--- config.mk ---
export PLATFORM = sky130hd
export DESIGN_NAME = sbs_ctrl
export DESIGN_NICKNAME = d
export VERILOG_FILES = /design/src/sv/sbs_pkg.sv /design/src/sv/sbs_ctrl.sv
export SDC_FILE = /design/constraint.sdc
export NUM_CORES = 1
export LEC_CHECK = 0
export ABC_AREA = 1
export BUFFER_PORTS_ARGS = -buffer_cell sky130_fd_sc_hd__buf_2
export CORE_AREA = 5 5 42 44
export DETAILED_ROUTE_END_ITERATION = 10
export DIE_AREA = 0 0 47 49
export GPL_TIMING_DRIVEN = 1
export PLACE_DENSITY = 0.35
export SETUP_SLACK_MARGIN = 0.3
export SYNTH_ARGS = -nofsm -noshare
export SYNTH_HDL_FRONTEND = slang
export SYNTH_SLANG_ARGS = --single-unit
--- constraint.sdc ---
create_clock -name clk -period 3.2 [get_ports clk]
set_clock_uncertainty 0.15 [all_clocks]
set_input_delay 0.32 -clock clk [delete_from_list [all_inputs] [get_ports clk]]
set_output_delay 0.32 -clock clk [all_outputs]
set_load 0.01 [all_outputs]
--- src/sv/sbs_pkg.sv ---
// Shared types and constants for the sorted table search block.
// Used by the controller, the datapath, the top level and the checker.
package sbs_pkg;

  localparam int INDEX_W = 10;
  localparam int WORD_W  = 32;

  localparam logic MODE_WRITE  = 1'b0;
  localparam logic MODE_SEARCH = 1'b1;

  typedef struct packed {
    logic                     mode;
    logic [INDEX_W-1:0]       entry_index;
    logic signed [WORD_W-1:0] entry_value;
    logic [INDEX_W-1:0]       range_low;
    logic [INDEX_W-1:0]       range_high;
    logic signed [WORD_W-1:0] search_key;
  } item_t;

  typedef struct packed {
    logic               found;
    logic [INDEX_W-1:0] match_index;
  } result_t;

  typedef struct packed {
    logic write;
    logic start;
    logic step;
    logic out_load;
  } cmd_t;

  typedef struct packed {
    logic empty;
    logic finish;
  } status_t;

endpackage

--- src/sv/sbs_ctrl.sv ---
// Controller state machine of the sorted table search block.
// Depends on sbs_pkg; drives the datapath through cmd_t and reads status_t.
module sbs_ctrl (
  input  logic             clk,
  input  logic             rst,
  input  logic             item_valid,
  input  logic             item_mode,
  output logic             item_stall,
  output logic             result_valid,
  input  logic             result_stall,
  input  sbs_pkg::status_t status,
  output sbs_pkg::cmd_t    cmd
);
  import sbs_pkg::*;

  localparam logic [1:0] ST_IDLE   = 2'd0;
  localparam logic [1:0] ST_SEARCH = 2'd1;
  localparam logic [1:0] ST_RESULT = 2'd2;

  logic [1:0] state;
  logic [1:0] state_next;
  logic       accept;

  assign item_stall = (state != ST_IDLE);
  assign accept     = item_valid && (state == ST_IDLE);

  always_comb begin
    cmd.write    = accept && (item_mode == MODE_WRITE);
    cmd.start    = accept && (item_mode == MODE_SEARCH);
    cmd.step     = (state == ST_SEARCH);
    cmd.out_load = (state == ST_RESULT) && (!result_valid || !result_stall);
  end

  always_comb begin
    state_next = state;
    unique case (state)
      ST_IDLE: begin
        if (cmd.start) begin
          state_next = status.empty ? ST_RESULT : ST_SEARCH;
        end
      end
      ST_SEARCH: begin
        if (status.finish) begin
          state_next = ST_RESULT;
        end
      end
      ST_RESULT: begin
        if (cmd.out_load) begin
          state_next = ST_IDLE;
        end
      end
      default: begin
        state_next = ST_IDLE;
      end
    endcase
  end

  always_ff @(posedge clk) begin
    if (rst) begin
      state        <= ST_IDLE;
      result_valid <= 1'b0;
    end else begin
      state <= state_next;
      if (cmd.out_load) begin
        result_valid <= 1'b1;
      end else if (!result_stall) begin
        result_valid <= 1'b0;
      end
    end
  end

endmodule

### After elaboration in Yosys (flattened, before gate mapping)

Cells that the tools add are included.
W data, S select, Z words.

* register bits after elaboration: 3
* output and inout port bits: 6

* equal/unequal tests: 6
* mux-type cells: 7
* bitwise gates (word level): 1
* reductions and logical operators: 10

Operators by type and width (number)
* $mux W2: 4
* $ne A2 B2 Y1 const B: 3
* $pmux W2 S3: 1
* $logic_and A1 B1 Y1: 4
* $reduce_and A3 Y1: 1
* $eq A2 B1 Y1 const B: 1
* $eq A2 B2 Y1 const B: 1
* $logic_not A1 Y1: 2
* $logic_not A2 Y1: 1
* $mux W1: 2
* $ne A2 B1 Y1 const B: 1
* $reduce_bool A2 Y1: 1
* $logic_or A1 B1 Y1: 1
* $not A1 Y1: 1

### Longest topological paths before layout

* word-level depth: 5
* depth in mapped cells: 8

### Worst setup path before layout

Ideal clock, no wire load.

* path kind: register -> output
* from: register state[0]
* to: output port cmd[2] (netlist name)
* arrival: 0.674 ns
* path slack: 2.056 ns
* stages on the path, launching flop included: 4
* path buffers: 0
* cell sequence: dfxtp_1 nor2_1 nand2_1 nor2_1

RTL lines
* start, declared: line sbs_ctrl.sv:20 `logic [1:0] state;`
* start signal, assigned: line sbs_ctrl.sv:63 `state <= state_next;`
* end, declared: line sbs_ctrl.sv:12 `output sbs_pkg::cmd_t cmd`

==> impl_metrics.yaml <==
synthesis:
  post_synthesis_compound_gate_area_fraction_pct: 13.9
  postSynth.topFlopCell: "dfxtp_1"
  yosys_warnings: 0
  synthSimpleGateAreaFrac_pct: 37.0
  synth-edff-count: 0
  synth.mux.area_fraction_pct: 0
  synthDistinctLibCells: 14
  syn-instance-count: 34
  synth-seq-area-share_pct: 29.1
  asyncSetResetFlopFracSynth_pct: 0
  synth_adder_area_share_pct: 0
  synth_top_family_by_area: "simple AND/OR/NAND/NOR gates"
  synth.net_count: 41
  synth.avg_cell_area_um2: 6.07
  synth-seq-cells: 3
  yosys.area_share.xor_xnor_pct: 0
  synth.cell_area_um2: 206
pwr:
  static-leakage-power_nw: 0.198
  power_density_relative_to_cell_area_nw_per_um2: 437
  vdd_drop_max_mv: 0.162
setup_path:
  crit_slowest_cell: "dfxtp_1"
  cp-start-kind: "flip-flop"
  rrSetupSlack_ps: 2110
  worst-setup-path-type: "flip-flop to output port"
  timing.critical_path.max_delay_family: "flip-flops"
  cp_common_cell: "nor2_1"
  highest_fanout_seen_on_the_critical_path: 4
  cp.required_ps: 2730
  critical_path.cell_chain: "nor2_1, nand2_1, nor2_1, buf_2"
  crit_path_end_kind: "output port"
  count_of_buffering_cells_on_the_critical_path_with_inverters_included: 1
  cp.arrival_ps: 990
  worst_path_largest_cell_delay_ps: 340
timing:
  tightest_slew_ps: 178
  fin_tns_setup_ps: 0
  finalHoldViolCount: 0
  setup_violations: 0
  max_slew_margin_pct: 88.1
  grt_setup_unrepaired: "no"
  period_minus_slack_ps: 1460
  layout_worst_path_cycle_share_pct: 45.8
  final_critical_path_setup_slack_ps: 1740
  max_freq_ghz: 0.683
  maxSlewViolCount: 0
clock_network:
  clkSinkCount: 3
  clock_pin_slew_reported_for_the_worst_setup_and_hold_paths_after_clock_tree_synthesis_ps: 40
  cts_resized: 0
  cts.htree.levels: 1
  ctsRootBufferMaster: "clkbuf_4"
  post_cts_hold_buffer_count: 0
  cts_inserted_buffers: 3
  clockBufferDepth: 2
  tritoncts: "built"
  worstSkewPairLatency_ps: 230
  post-cts-setup-buffers: 0
layout:
  layoutNonFillerInstCount: 66
  final_common_cell: "buf_2"
  area_growth_syn_to_layout_pct: 51.5
  antenna-diode-count: 0
  utilization_pct: 22.3
  fin_area_um2: 313
  fin_nets: 58
  layout_common_cells: "12 x buf_2, 9 x nor2_1, 7 x inv_1"
  drive_gt1_share_pct: 46.0
place:
  finalWeightedCongestion: 0.634
  hpwl_um: 442
  detailedPlace.worstSlack_ps: 1970
  dp_cells: 62
  postPlaceCellArea_um2: 287
  placement.io_buffers: 12
run_status:
  outcome: "finished, final reports clean"
floorplanning:
  initial_utilization_pct: 14.7
  std_cell_rows: 14
  die_width_um: 47
  pin_count: 13
  fp.dieArea_um2: 2300
  dieHeight_um: 49
  core_area_um2: 1400
route:
  wirelength_um: 499
  drt_pre_antenna_iters: 2
  detail_route.iter0.violations: 1
  wl_per_cell_um: 7.56
  antenna_violating_nets_post_route: 0
  drc_viols: 0
  via_total_after_detailed_routing: 235
  via_per_inst: 3.56
global_route:
  first_global_vias: 235
  grt_antenna_before_repair: 0
  grt_max_degree: 6
  grt_overflow_total: 0
  global_router_s_overall_resource_usage_pct: 5.70
  grt_pass1_wl_um: 897
min_path:
  holdCritPathClass: "primary input to flip-flop"
run:
  maxcap_viol_count: 0
worst reg2reg max path, cell delays in order (launching register included):
cell and delay, ps:
dfxtp_1 340, inv_2 90, nand2_2 70, nor2_2 100
inv_1 50, nand2_1 70, inv_2 40, o211ai_2 50
inv_2 40
flip-flops by register name, summed over array words and instances, names as in the netlist:
signal        flops
result_valid      1
state             2
cells by family after synthesis:
| family | Yosys count |
|---|---|
| compound gates | 4 |
| buf+inv | 11 |
| flops | 3 |
| simple gates | 16 |
Yosys cell counts (2+ instances only):
| cell | n | area share [%] |
|---|---|---|
| nand2_2 | 2 | 6.1 |
| inv_2 | 3 | 5.5 |
| nor2_1 | 9 | 16 |
| inv_1 | 7 | 13 |
| nand2_1 | 2 | 3.6 |
| dfxtp_1 | 3 | 29 |
final cells by class:
type | count | area (um2)
flip-flops and latches | 3 | 60.1
multi-input cells | 20 | 105
repair buffers | 12 | 60.1
fillers | 173 | 1090
inverters | 11 | 41.3
well taps | 16 | 20.0
clock buffers | 4 | 26.3
metal layers:
metal / vias to the layer above / track usage [%] / share of wire, %
li1: 130 / - / -
met1: 103 / 5.25 / 33
met2: 2 / 8.82 / 65
met3: 0 / 1.11 / 1.2
met4: 0 / 6.91 / 0
met5: - / 0 / 0
report_power, final:
group / internal [W] / switching [W]
Clock: 0.0000466 / 0.0000179
Combinational: 0.0000126 / 0.0000173
Sequential: 0.0000399 / 0.00000255
per-stage QoR:
stage / hold WS, ps / power, W
after CTS: 120 / 0.000142
after detailed placement: 346 / 0.0000733
after global placement: 350 / 0.0000742
after floorplan: 239 / 0.0000608
final: 129 / 0.000137
after global routing: 132 / 0.000148
path summary, 6_finish.rpt:
| check | startpoint | end | cells past startpoint |
|---|---|---|---|
| hold reg to reg | result_valid | result_valid | 2 |
| setup reg to reg | state[0] | state[0] | 8 |
| hold / removal | rst | result_valid | 2 |
| setup / recovery | state[0] | cmd[2] | 4 |
No activity file was read; power rests on OpenSTA's default activity.
